==> src/sv/tel_pkg.sv <==
// Shared types and constants for the TTL expiry lookup table.
package tel_pkg;

  localparam int DEF_TABLE_DEPTH = 64;
  localparam int DEF_KEY_WIDTH   = 32;
  localparam int DEF_TIME_WIDTH  = 32;

  localparam int          TTL_WIDTH   = 32;
  localparam logic [31:0] TTL_RESET   = 32'd1000;
  localparam int          PADDR_WIDTH = 3;
  localparam int          PDATA_WIDTH = 32;

  // Register index, taken from the word address of the configuration port.
  localparam logic REG_TTL = 1'b0;

  typedef enum logic [1:0] {
    CMD_LOOKUP = 2'd0,
    CMD_STORE  = 2'd1,
    CMD_SWEEP  = 2'd2,
    CMD_FLUSH  = 2'd3
  } cmd_t;

  // Commands from the controller to the datapath.
  typedef struct packed {
    logic load;    // capture the command and its operands
    logic issue;   // read the entry at the scan address and advance
    logic commit;  // apply the final update and present the result
  } ctrl_cmd_t;

  // Status from the datapath to the controller.
  typedef struct packed {
    logic scan_last;  // the scan address points at the last entry
  } dp_stat_t;

endpackage

==> src/sv/tel_ctrl.sv <==
// Controller state machine for the TTL expiry lookup table.
module tel_ctrl (
  input  logic                  clk,
  input  logic                  rst,
  input  logic                  start,
  input  tel_pkg::dp_stat_t     stat,
  output tel_pkg::ctrl_cmd_t    cmd,
  output logic                  busy
);

  typedef enum logic [3:0] {
    S_IDLE   = 4'b0001,
    S_SCAN   = 4'b0010,
    S_TAIL   = 4'b0100,
    S_COMMIT = 4'b1000
  } state_t;

  state_t state, state_next;

  always_ff @(posedge clk) begin
    if (rst) begin
      state <= S_IDLE;
    end else begin
      state <= state_next;
    end
  end

  always_comb begin
    state_next = state;
    cmd        = '0;
    unique case (state)
      S_IDLE: begin
        if (start) begin
          cmd.load   = 1'b1;
          state_next = S_SCAN;
        end
      end
      S_SCAN: begin
        cmd.issue = 1'b1;
        if (stat.scan_last) begin
          state_next = S_TAIL;
        end
      end
      S_TAIL: begin
        state_next = S_COMMIT;
      end
      S_COMMIT: begin
        cmd.commit = 1'b1;
        state_next = S_IDLE;
      end
      default: begin
        state_next = S_IDLE;
      end
    endcase
  end

  assign busy = (state != S_IDLE);

endmodule

==> config.mk <==
export PLATFORM = sky130hd
export DESIGN_NAME = tel_ctrl
export DESIGN_NICKNAME = d
export VERILOG_FILES = /design/src/sv/tel_pkg.sv /design/src/sv/tel_ctrl.sv
export SDC_FILE = /design/constraint.sdc
export NUM_CORES = 1
export LEC_CHECK = 0
export ABC_AREA = 1
export BUFFER_PORTS_ARGS = -buffer_cell sky130_fd_sc_hd__buf_2
export CAP_MARGIN = 40
export CORE_AREA = 4 4 41 43
export CTS_BUF_LIST = sky130_fd_sc_hd__clkbuf_2
export DETAILED_ROUTE_END_ITERATION = 6
export DIE_AREA = 0 0 45 47
export PLACE_DENSITY = 0.41
export REMOVE_ABC_BUFFERS = 1
export SYNTH_ARGS = -nofsm -noshare
export SYNTH_HDL_FRONTEND = slang
export SYNTH_SLANG_ARGS = --single-unit
==> constraint.sdc <==
create_clock -name clk -period 1.1 [get_ports clk]
set_input_delay 0 -clock clk [delete_from_list [all_inputs] [get_ports clk]]
set_output_delay 0 -clock clk [all_outputs]
set_load 0.1 [all_outputs]
==> metrics.csv <==
stage,metric,value,unit
worst_setup_path,CP Launch Point,state[1]$_SDFFE_PP0P_,
timing,worst slew pin tran,0.2193,ns
final_layout,Antenna Cells,0,
logic_synthesis,#FFs+latches synth,4,
logic_synthesis,Adder-Cell Fraction of Synth Area,0,%
final_layout,Reg area,87.58,sq um
worst_setup_path,Critical R2R Launch,state[2]$_SDFFE_PP0P_,
timing,worst rel slew slack,85.36,%
run_status,failing checks,setup timing,
route,DR vias,231,
final_layout,Multi-input gate area,130.1,sq um
run_status,outcome,"finished, violations left",
worst_setup_path,Setup crit end,cmd[0],
worst_setup_path,reg2reg setup slack,0.15,ns
cts,Clock Latency Late Sink,0.21,ns
worst_hold_path,Tightest Hold Check Type,primary input to register,
floorplanning,Starting Density,17.69,%
timing,setup ws final,-0.02799,ns
route,residual DRC count,0,
logic_synthesis,mux contribution to synthesized area,0,%
floorplanning,Placeable Area,1301,sq um
route,Routed WL,523,um
timing,final hold vios,0,
cts,CTS Root Cell,clkbuf_2,
final_layout,Biggest register,state,
grt,vias in the first global route,218,
timing,crit path time final,1.128,ns
grt,total congestion overflow,0,
worst_setup_path,type of the worst setup path,register to output pin,
floorplanning,# IOs,8,
logic_synthesis,Mapped Cells,32,
cts,Num Clock Sinks,4,
floorplanning,FP Rows,13,
final_layout,area grow syn2layout,76.09,%
logic_synthesis,compound-gate portion of the synthesized area,2.174,%
power_and_ir_drop,Lkg Pwr,0.1948,nW
grt,initial antenna violation count,0,
route,DR WL/cell,8.717,um
route,Vias/cell,3.850,
timing,max-slew violation count,0,
worst_setup_path,CP Data Required Time,1.10,ns
worst_setup_path,crit path launch type,register,
placement,IO Port Bufs,7,
route,remaining antenna violation count after routing,0,
logic_synthesis,Mapped Area,230.2,sq um
cts,Max H-tree Level,1,
floorplanning,die footprint,2115,sq um
timing,RSZ-0062 raised after global routing,true,
floorplanning,Die Span Y,47,um
cts,"Reg clk slew, reported paths",0.05,ns
final_layout,layout cells sized above 1,62.22,%
placement,gpl congestion,0.7242,
timing,Final Skew,0.005084,ns
cts,cts bufs inserted,3,
final_layout,filler cell count,153,
worst_setup_path,CP max FO,5,
placement,Place WS,0.1183,ns
timing,Peak Freq,0.8865,GHz
floorplanning,Die Width,45,um
logic_synthesis,Yosys warning count,0,
run,max-cap violations,0,
worst_setup_path,cell depth of the worst flop-to-flop path,6,
logic_synthesis,largest family of logic cells by synthesized area,simple AND/OR/NAND/NOR gates,
cts,CTS tree,built,
grt,GRT Total Usage,5.845,%
final_layout,fin cells,60,
logic_synthesis,Synth cell types,13,
worst_setup_path,RR Endpoint,state[2]$_SDFFE_PP0P_,
placement,placed cell count,55,
power_and_ir_drop,PwrDens,1270,nW/um^2
final_layout,nets@finish,51,
logic_synthesis,Synth Area in Simple Gates,48.37,%
logic_synthesis,synthesized area per cell,7.194,sq um
worst_setup_path,Worst Path Arrival,1.13,ns
grt,largest net degree at the start of global routing,6,
timing,# setup viols final,2,
logic_synthesis,sequential element share of the synthesized area,34.78,%
worst_setup_path,CP Capture Type,output pin,
logic_synthesis,xor and xnor area share after synthesis,0,%
power_and_ir_drop,VDD IR max,0.0005418,V
grt,first-pass GRT wire length,834,um
placement,HPWL after detailed placement,412.3,um
route,DRT iter0 DRCs,4,
route,first-pass iteration count of the detailed router,3,
cts,Clock Tree Buf Depth,2,
timing,fin crit share,102.5,%
final_layout,Largest regs,state (4),
final_layout,max reg flops,4,
how the worst min path moves through the flow:
stage	from	slack [ns]	end	depth (start not counted)
global route	stat	0.02	state[2]$_SDFFE_PP0P_	3
finish	stat	0.03	state[2]$_SDFFE_PP0P_	3
CTS	stat	0.03	state[2]$_SDFFE_PP0P_	3
floorplan	rst	0.07	state[2]$_SDFFE_PP0P_	1
detailed placement	rst	0.21	state[2]$_SDFFE_PP0P_	2
global placement	rst	0.21	state[2]$_SDFFE_PP0P_	2
synthesized netlist by cell type:
cell	n	area (sq um)
nor2_1	2	7.510
nand3_2	3	30.03
nand4_1	1	6.260
nand2_2	1	6.260
dfxtp_1	4	80.08
inv_2	1	3.750
inv_1	8	30.03
nand2_1	4	15.01
a21oi_1	1	5.000
nor4_1	1	6.260
nor2_2	3	18.77
nand3_1	2	10.01
nor2_4	1	11.26
metrics by stage:
step | power (mW) | TNS [ns] | utilization, % | area, sq um | hold slack, ns
2_1_floorplan | 0.2987 | -2.925 | - | 230.2 | 0.06653
3_3_place_gp | 0.3714 | 0 | 27.02 | 351.6 | 0.2120
3_5_place_dp | 0.3725 | 0 | 27.02 | 351.6 | 0.2141
4_1_cts | 0.5185 | -0.09588 | 30.10 | 391.6 | 0.03402
5_1_grt | 0.5476 | -0.2543 | 31.15 | 405.4 | 0.01857
6_report | 0.5147 | -0.04592 | 31.15 | 405.4 | 0.03125
cell usage in the layout (no fill, tap or decap), types with 3 or more instances in the layout:
| master | Yosys | final |
|---|---|---|
| inv_1 | 8 | 7 |
| nand3_2 | 3 | 3 |
| dfxtp_2 | 0 | 3 |
| buf_12 | 0 | 4 |
| nand2_1 | 4 | 3 |
| clkbuf_2 | 0 | 3 |
| buf_2 | 0 | 3 |
report_power, final:
part           total, mW  switching (mW)  leakage, nW  internal (mW)
clock              0.135          0.0611       0.0125         0.0734
sequential         0.167          0.0120       0.0341          0.155
combinational      0.213           0.139        0.148         0.0743
total              0.515           0.212        0.195          0.302
worst max-delay path, stage by stage, from the launching register on:
cell     delay (ns)
dfxtp_4        0.36
nor4_2         0.24
buf_4          0.15
buf_12         0.16
cells by family after synthesis:
family                 Yosys count
and+or+nand+nor                 18
buffers and inverters            9
DFF                              4
AOI/OAI and AO/OA                1
per-layer routing:
metal,GRT usage (%),share of wire [%]
met5,0,0
met4,3.509,0
met3,3.448,8.6
met2,8.192,50
met1,6.818,41
timing repair:
item                       CTS  global route
resized for setup            5             4
hold endpoints to repair     2             0
hold buffers                 1             0
pin swaps                    0             1
setup buffers                0             1
setup endpoints to repair    4             4
final cells by class:
class                      count  share of cell area (%)
multi-input combinational     19                   32.10
timing repair buffer          10                   29.63
sequential                     4                   21.60
inverter                       9                   8.333
tap                           15                   4.630
clock buffer                   3                   3.704
(Power assumes the default switching activity.)
