$ cat config.mk
export PLATFORM = sky130hd
export DESIGN_NAME = tel_dp
export DESIGN_NICKNAME = d
export VERILOG_FILES = /design/src/sv/tel_pkg.sv /design/src/sv/tel_dp.sv
export SDC_FILE = /design/constraint.sdc
export NUM_CORES = 2
export LEC_CHECK = 0
export BUFFER_PORTS_ARGS = -buffer_cell sky130_fd_sc_hd__buf_2
export CELL_PAD_IN_SITES_DETAIL_PLACEMENT = 1
export CELL_PAD_IN_SITES_GLOBAL_PLACEMENT = 2
export CORE_AREA = 2 2 570 997
export DETAILED_ROUTE_END_ITERATION = 12
export DIE_AREA = 0 0 572 999
export PLACE_DENSITY = 0.6
export SYNTH_ARGS = -nofsm -noshare
export SYNTH_HDL_FRONTEND = slang
export SYNTH_SLANG_ARGS = --single-unit
$ cat constraint.sdc
create_clock -name clk -period 4.6 [get_ports clk]
set_input_delay 0.23 -clock clk [delete_from_list [all_inputs] [get_ports clk]]
set_output_delay 0.23 -clock clk [all_outputs]
set_load 0.03 [all_outputs]
$ cat src/sv/tel_pkg.sv
// Shared types and constants for the TTL expiry lookup table.
package tel_pkg;

  localparam int DEF_TABLE_DEPTH = 64;
  localparam int DEF_KEY_WIDTH   = 32;
  localparam int DEF_TIME_WIDTH  = 32;

  localparam int          TTL_WIDTH   = 32;
  localparam logic [31:0] TTL_RESET   = 32'd1000;
  localparam int          PADDR_WIDTH = 3;
  localparam int          PDATA_WIDTH = 32;

  // Register index, taken from the word address of the configuration port.
  localparam logic REG_TTL = 1'b0;

  typedef enum logic [1:0] {
    CMD_LOOKUP = 2'd0,
    CMD_STORE  = 2'd1,
    CMD_SWEEP  = 2'd2,
    CMD_FLUSH  = 2'd3
  } cmd_t;

  // Commands from the controller to the datapath.
  typedef struct packed {
    logic load;    // capture the command and its operands
    logic issue;   // read the entry at the scan address and advance
    logic commit;  // apply the final update and present the result
  } ctrl_cmd_t;

  // Status from the datapath to the controller.
  typedef struct packed {
    logic scan_last;  // the scan address points at the last entry
  } dp_stat_t;

endpackage

$ cat src/sv/tel_dp.sv
// Datapath of the TTL expiry lookup table: entry memories, valid bits and counters.
module tel_dp #(
  parameter int TABLE_DEPTH = tel_pkg::DEF_TABLE_DEPTH,
  parameter int KEY_WIDTH   = tel_pkg::DEF_KEY_WIDTH,
  parameter int TIME_WIDTH  = tel_pkg::DEF_TIME_WIDTH,
  localparam int AW = $clog2(TABLE_DEPTH),
  localparam int CW = $clog2(TABLE_DEPTH + 1)
) (
  input  logic                          clk,
  input  logic                          rst,
  input  tel_pkg::ctrl_cmd_t            cmd,
  output tel_pkg::dp_stat_t             stat,
  input  logic [1:0]                    command,
  input  logic [KEY_WIDTH-1:0]          key,
  input  logic [TIME_WIDTH-1:0]         now,
  input  logic [tel_pkg::TTL_WIDTH-1:0] ttl,
  output logic                          hit,
  output logic                          stored,
  output logic                          dropped,
  output logic [CW-1:0]                 removed,
  output logic [CW-1:0]                 occupancy,
  output logic                          done
);

  localparam int SW = ((TIME_WIDTH > tel_pkg::TTL_WIDTH) ? TIME_WIDTH : tel_pkg::TTL_WIDTH) + 1;

  logic [KEY_WIDTH-1:0]  key_mem [TABLE_DEPTH];
  logic [TIME_WIDTH-1:0] exp_mem [TABLE_DEPTH];

  tel_pkg::cmd_t         cmd_q;
  logic [KEY_WIDTH-1:0]  key_q;
  logic [TIME_WIDTH-1:0] now_q;
  logic [TIME_WIDTH-1:0] new_exp;

  logic [AW-1:0]         rd_addr;
  logic [AW-1:0]         rd_idx;
  logic                  rd_live;
  logic                  rd_vld;
  logic [KEY_WIDTH-1:0]  rd_key;
  logic [TIME_WIDTH-1:0] rd_exp;

  logic [TABLE_DEPTH-1:0] valid;
  logic [CW-1:0]          count, count_next;
  logic [CW-1:0]          rem_cnt;
  logic                   hit_f, found_f, free_f;
  logic [AW-1:0]          free_idx;

  logic [SW-1:0]          exp_sum;
  logic [TIME_WIDTH-1:0]  exp_sat;
  logic match, expd, lookup_hit, erase, first_free, insert, flush_now;
  logic exp_we, key_we;
  logic [AW-1:0] wr_addr;

  // Saturating expiry for the incoming command.
  always_comb begin
    exp_sum = SW'(now) + SW'(ttl);
    if (exp_sum[SW-1:TIME_WIDTH] != '0) begin
      exp_sat = '1;
    end else begin
      exp_sat = exp_sum[TIME_WIDTH-1:0];
    end
  end

  always_comb begin
    match      = rd_live && rd_vld && (rd_key == key_q);
    expd       = (now_q > rd_exp);
    lookup_hit = (cmd_q == tel_pkg::CMD_LOOKUP) && match && !expd;
    erase      = ((cmd_q == tel_pkg::CMD_LOOKUP) && match && expd) ||
                 ((cmd_q == tel_pkg::CMD_SWEEP) && rd_live && rd_vld && expd);
    first_free = (cmd_q == tel_pkg::CMD_STORE) && rd_live && !rd_vld && !free_f;
    insert     = cmd.commit && (cmd_q == tel_pkg::CMD_STORE) && !found_f && free_f;
    flush_now  = cmd.commit && (cmd_q == tel_pkg::CMD_FLUSH);
    exp_we     = lookup_hit || insert;
    key_we     = insert;
    wr_addr    = insert ? free_idx : rd_idx;
  end

  always_comb begin
    priority if (flush_now) begin
      count_next = '0;
    end else if (insert) begin
      count_next = count + CW'(1);
    end else if (erase) begin
      count_next = count - CW'(1);
    end else begin
      count_next = count;
    end
  end

  assign stat.scan_last = (rd_addr == AW'(TABLE_DEPTH - 1));

  // Entry memories: one write and one registered read per cycle.
  always_ff @(posedge clk) begin
    if (key_we) begin
      key_mem[wr_addr] <= key_q;
    end
    if (exp_we) begin
      exp_mem[wr_addr] <= new_exp;
    end
    if (cmd.issue) begin
      rd_key <= key_mem[rd_addr];
      rd_exp <= exp_mem[rd_addr];
    end
  end

  always_ff @(posedge clk) begin
    if (rst) begin
      valid   <= '0;
      count   <= '0;
      rd_live <= 1'b0;
      done    <= 1'b0;
    end else begin
      rd_live <= cmd.issue;
      done    <= cmd.commit;
      count   <= count_next;
      if (erase) begin
        valid[rd_idx] <= 1'b0;
      end
      if (insert) begin
        valid[free_idx] <= 1'b1;
      end
      if (flush_now) begin
        valid <= '0;
      end
    end
  end

  always_ff @(posedge clk) begin
    if (cmd.load) begin
      cmd_q   <= tel_pkg::cmd_t'(command);
      key_q   <= key;
      now_q   <= now;
      new_exp <= exp_sat;
      rd_addr <= '0;
      rem_cnt <= '0;
      hit_f   <= 1'b0;
      found_f <= 1'b0;
      free_f  <= 1'b0;
    end else begin
      if (cmd.issue) begin
        rd_addr <= rd_addr + AW'(1);
      end
      if (erase) begin
        rem_cnt <= rem_cnt + CW'(1);
      end
      if (lookup_hit) begin
        hit_f <= 1'b1;
      end
      if ((cmd_q == tel_pkg::CMD_STORE) && match) begin
        found_f <= 1'b1;
      end
      if (first_free) begin
        free_f   <= 1'b1;
        free_idx <= rd_idx;
      end
    end
    if (cmd.issue) begin
      rd_idx <= rd_addr;
      rd_vld <= valid[rd_addr];
    end
    if (cmd.commit) begin
      hit       <= hit_f;
      stored    <= insert;
      dropped   <= (cmd_q == tel_pkg::CMD_STORE) && !found_f && !free_f;
      removed   <= flush_now ? count : rem_cnt;
      occupancy <= count_next;
    end
  end

endmodule

==> metrics.yaml <==
yosys:
  synthMuxAreaShare_pct: 18.28
  async_flop_share_pct: 0
  yosys_most_used_dff: "edfxtp_1"
  synth_xor_area_share_pct: 0.3328
  syn_nets: 7240
  yosys_warnings: 0
  yosysSeqAreaShare_pct: 77.51
  syn_avg_cell_area_um2: 23.83
  synth.distinct_cells: 63
  synth_compound_area_share_pct: 1.117
  synth_edf_count: 4288
  synthCells: 7068
  yosys_register_bits: 4377
  syn_area_um2: 168400
  synth_fa_ha_area_share_pct: 0.5171
  synth_simple_gate_area_share_pct: 1.288
  synth_top_family_by_area: "multiplexers"
finish:
  mostFrequentLayoutCells: "edfxtp_1 (4288), mux4_2 (1365), clkbuf_16 (417), buf_4 (233), dlygate4sd3_1 (180)"
  nFillCells: 54450
  layout_commonest_cell: "edfxtp_1"
  fin_cells: 15700
  area_delta_synth_final_pct: 17.71
  drive_gt1_share_pct: 32.01
  nets: 8004
clock_network:
  h-tree-depth: 5
  cts_buffer_depth: 4
  cts_made_buffers: 406
  cts_tree: "built"
  root_buffer: "clkbuf_16"
  clk_latency_ns: 1.01
  clock_sinks: 4377
  clkTransAtPathRegs_ns: 0.06
  cts_setup_buffers: 0
global_route:
  grt_use_total_pct: 16.24
  grt_pass1_vias: 84870
  antenna_found_initial: 19
  grt_max_degree: 131
  grt_pass1_wl_um: 662300
  grt-ovfl-total: 0
worst_setup_path:
  r2r_slack_ns: 0.62
  path_cells: "buf_4 -> nand2b_1 -> nor2_1 -> nand3_1 -> clkinv_1 -> o21ai_0 -> nand2_1 -> nor2_4 -> buf_4"
  startpoint: "cmd_q[1]"
  rr_startpoint: "cmd_q[1]"
  critPathLaunchType: "register"
  crit_path_frequent_cell: "buf_4"
  critical_path_class: "register to register"
  cp_max_fo: 32
  cpMaxStageDelayCell: "o21ai_0"
  cp.arrival_ns: 4.62
  cp.required_ns: 5.23
  r2r_end: "key_mem[23][5]"
  setup.worst_path.end_class: "register"
  max_stage_delay_ns: 0.74
  ff2ff_path_depth: 9
timing:
  slew_violations: 0
  period_share_pct: 86.62
  period_needed_ns: 3.985
  rsz0062_at_grt: "false"
  tightest_slew_ns: 1.348
  slew_headroom_pct: 10.12
  setup-violations-final: 0
  tns_ns: 0
  hold_viol_final: 0
  max_freq_ghz: 0.2510
  clock-skew-final_ns: 0.07274
  setup_slack_ns: 0.6155
drt:
  drc_errors: 0
  drt_wl_total_um: 466300
  avgRoutedWirePerCell_um: 29.70
  drt_pass1_iterations: 5
  first_iter_violations: 6544
  vias_per_cell: 4.909
  route.vias.total: 77060
  antenna_left: 0
pwr:
  p_leak_uw: 0.05915
  ir_drop_mv: 0.3499
  clkPwrFrac_pct: 39.8
  power_density_nw_per_um2: 430.6
  sw_frac_of_total_pct: 22.50
  power_frac_comb_pct: 7.5
  p_int_uw: 66160
  pwr-share-seq_pct: 52.7
  p_switching_uw: 19210
place:
  pre_cts_slack_ns: 0.6191
  place_congestion: 0.8037
  place_inst: 14770
  io_buffers: 121
  dp_hpwl_um: 307000
floorplanning:
  io_pins: 122
  coreArea_um2: 563600
  die_h_um: 999
  die_w_um: 572
  die_area_um2: 571400
  rows: 365
  initial_core_util_pct: 29.88
hold_path:
  min_path_type: "input port to register"
  min_to: "key_q[11]"
  worstHoldStart: "key[11]"
  hold_depth: 2
status:
  status: "finished clean"
flow_run:
  cap_violations: 0
stage by stage:
stage | hold slack, ns | total power (µW) | area (µm²) | utilization, %
floorplan | 0.2991 | 49440 | 168400 | -
global placement | 0.4132 | 52140 | 183300 | 32.52
detailed placement | 0.4118 | 52330 | 183300 | 32.52
CTS | 0.003753 | 86470 | 198200 | 35.17
global route | 0.05679 | 87950 | 198200 | 35.18
finish | 0.07965 | 85370 | 198200 | 35.18
cell type report:
type                            count  area [µm²]  area share, %
Antenna cell                       11       27.53        0.01388
Clock buffer                      506       10780          5.437
Clock inverter                    234        2349          1.185
Inverter                           58       217.7         0.1098
Multi-Input combinational cell   2283       37290          18.81
Sequential cell                  4377      130600          65.86
Tap cell                         7523        9413          4.748
Timing Repair Buffer              706        7607          3.837
how the worst max path moves through the flow:
| stage | endpoint | slack (ns) | depth (start not counted) |
|---|---|---|---|
| 2_1_floorplan | exp_mem[52][0] | 0.34 | 7 |
| 3_3_place_gp | key_mem[23][7] | 0.53 | 9 |
| 3_5_place_dp | exp_mem[15][6] | 0.62 | 11 |
| 4_1_cts | exp_mem[55][21] | 0.58 | 11 |
| 5_1_grt | key_mem[7][4] | 0.45 | 9 |
| 6_report | key_mem[23][5] | 0.62 | 9 |
synth_stat cells, types with 2 or more instances:
| cell type | number | area [µm²] |
|---|---|---|
| or3_1 | 10 | 62.56 |
| or4_1 | 3 | 22.52 |
| a21o_1 | 22 | 165.2 |
| o21ai_0 | 39 | 195.2 |
| and3_1 | 7 | 43.79 |
| o221ai_1 | 2 | 17.52 |
| nand2b_1 | 20 | 125.1 |
| nor3_1 | 24 | 120.1 |
| nand2_1 | 155 | 581.8 |
| a211oi_1 | 7 | 52.55 |
| nor3b_1 | 4 | 30.03 |
| a31o_2 | 2 | 17.52 |
| o21bai_1 | 2 | 15.01 |
| dfxtp_1 | 89 | 1782 |
| nand3_1 | 41 | 205.2 |
| o211ai_1 | 8 | 60.06 |
| a21oi_1 | 99 | 495.5 |
| xor2_1 | 16 | 140.1 |
| edfxtp_1 | 4288 | 128800 |
| o21a_1 | 15 | 112.6 |
| a22oi_1 | 2 | 15.01 |
| nand4b_1 | 3 | 26.28 |
| o21ai_1 | 6 | 30.03 |
| or2_2 | 5 | 31.28 |
| a31oi_1 | 6 | 37.54 |
| mux4_2 | 1365 | 30740 |
| xnor2_1 | 48 | 420.4 |
| inv_1 | 57 | 214.0 |
| mux2i_1 | 5 | 50.05 |
| ha_1 | 68 | 850.8 |
| a211o_1 | 2 | 17.52 |
| buf_2 | 46 | 230.2 |
| buf_1 | 46 | 172.7 |
| nor4_1 | 8 | 50.05 |
| nand4_1 | 18 | 112.6 |
| and2_1 | 4 | 25.02 |
| o31a_1 | 10 | 87.58 |
| nor2b_1 | 8 | 50.05 |
| o31ai_1 | 57 | 427.9 |
| clkbuf_1 | 257 | 964.7 |
| nor2_1 | 172 | 645.6 |
critical path: cells and delay by family, from the launching register on:
| family | cells | cell delay (ns) |
|---|---|---|
| and+or+nand+nor | 5 | 1.40 |
| DFF | 1 | 0.34 |
| buffers and inverters | 3 | 1.03 |
| AOI/OAI and AO/OA | 1 | 0.74 |
power by group through the flow:
stage | Combinational [µW] | Clock, µW | Sequential, µW
floorplan | 3100 | 0 | 46300
global placement | 6310 | 0 | 45800
finish | 6440 | 34000 | 45000
global route | 6890 | 36100 | 45000
CTS | 6670 | 34800 | 45000
detailed placement | 6490 | 0 | 45800
routing by layer:
metal	track usage [%]	wire length (µm)	vias up
met1	17.92	167300	42870
met4	5.207	15540	0
li1	-	-	31950
met5	0	0	-
met2	32.07	269100	1638
met3	1.589	14390	602
kinds of logic (layout without fill, tap and decap cells):
family | Yosys count | in the layout
muxes | 1370 | 1370
other | 0 | 11
and+or+nand+nor | 487 | 487
AOI/OAI and AO/OA | 293 | 293
DFF | 4377 | 4377
xor gates and xnor gates | 64 | 64
buffers and inverters | 408 | 1504
adders and majority gates | 69 | 69
sequential cells by signal, indices dropped and copies added (netlist names), 7 cells and up:
name	flops
occupancy	7
key_q	32
rem_cnt	7
now_q	32
valid	64
rd_exp	32
key_mem	2048
count	7
exp_mem	2048
new_exp	32
rd_key	32
removed	7
what timing repair did:
| item | in CTS | in global routing |
|---|---|---|
| hold endpoints to repair | 218 | 0 |
| hold buffers | 180 | 0 |
| gates resized for setup | 0 | 0 |
No activity file was read; power rests on OpenSTA's default activity.
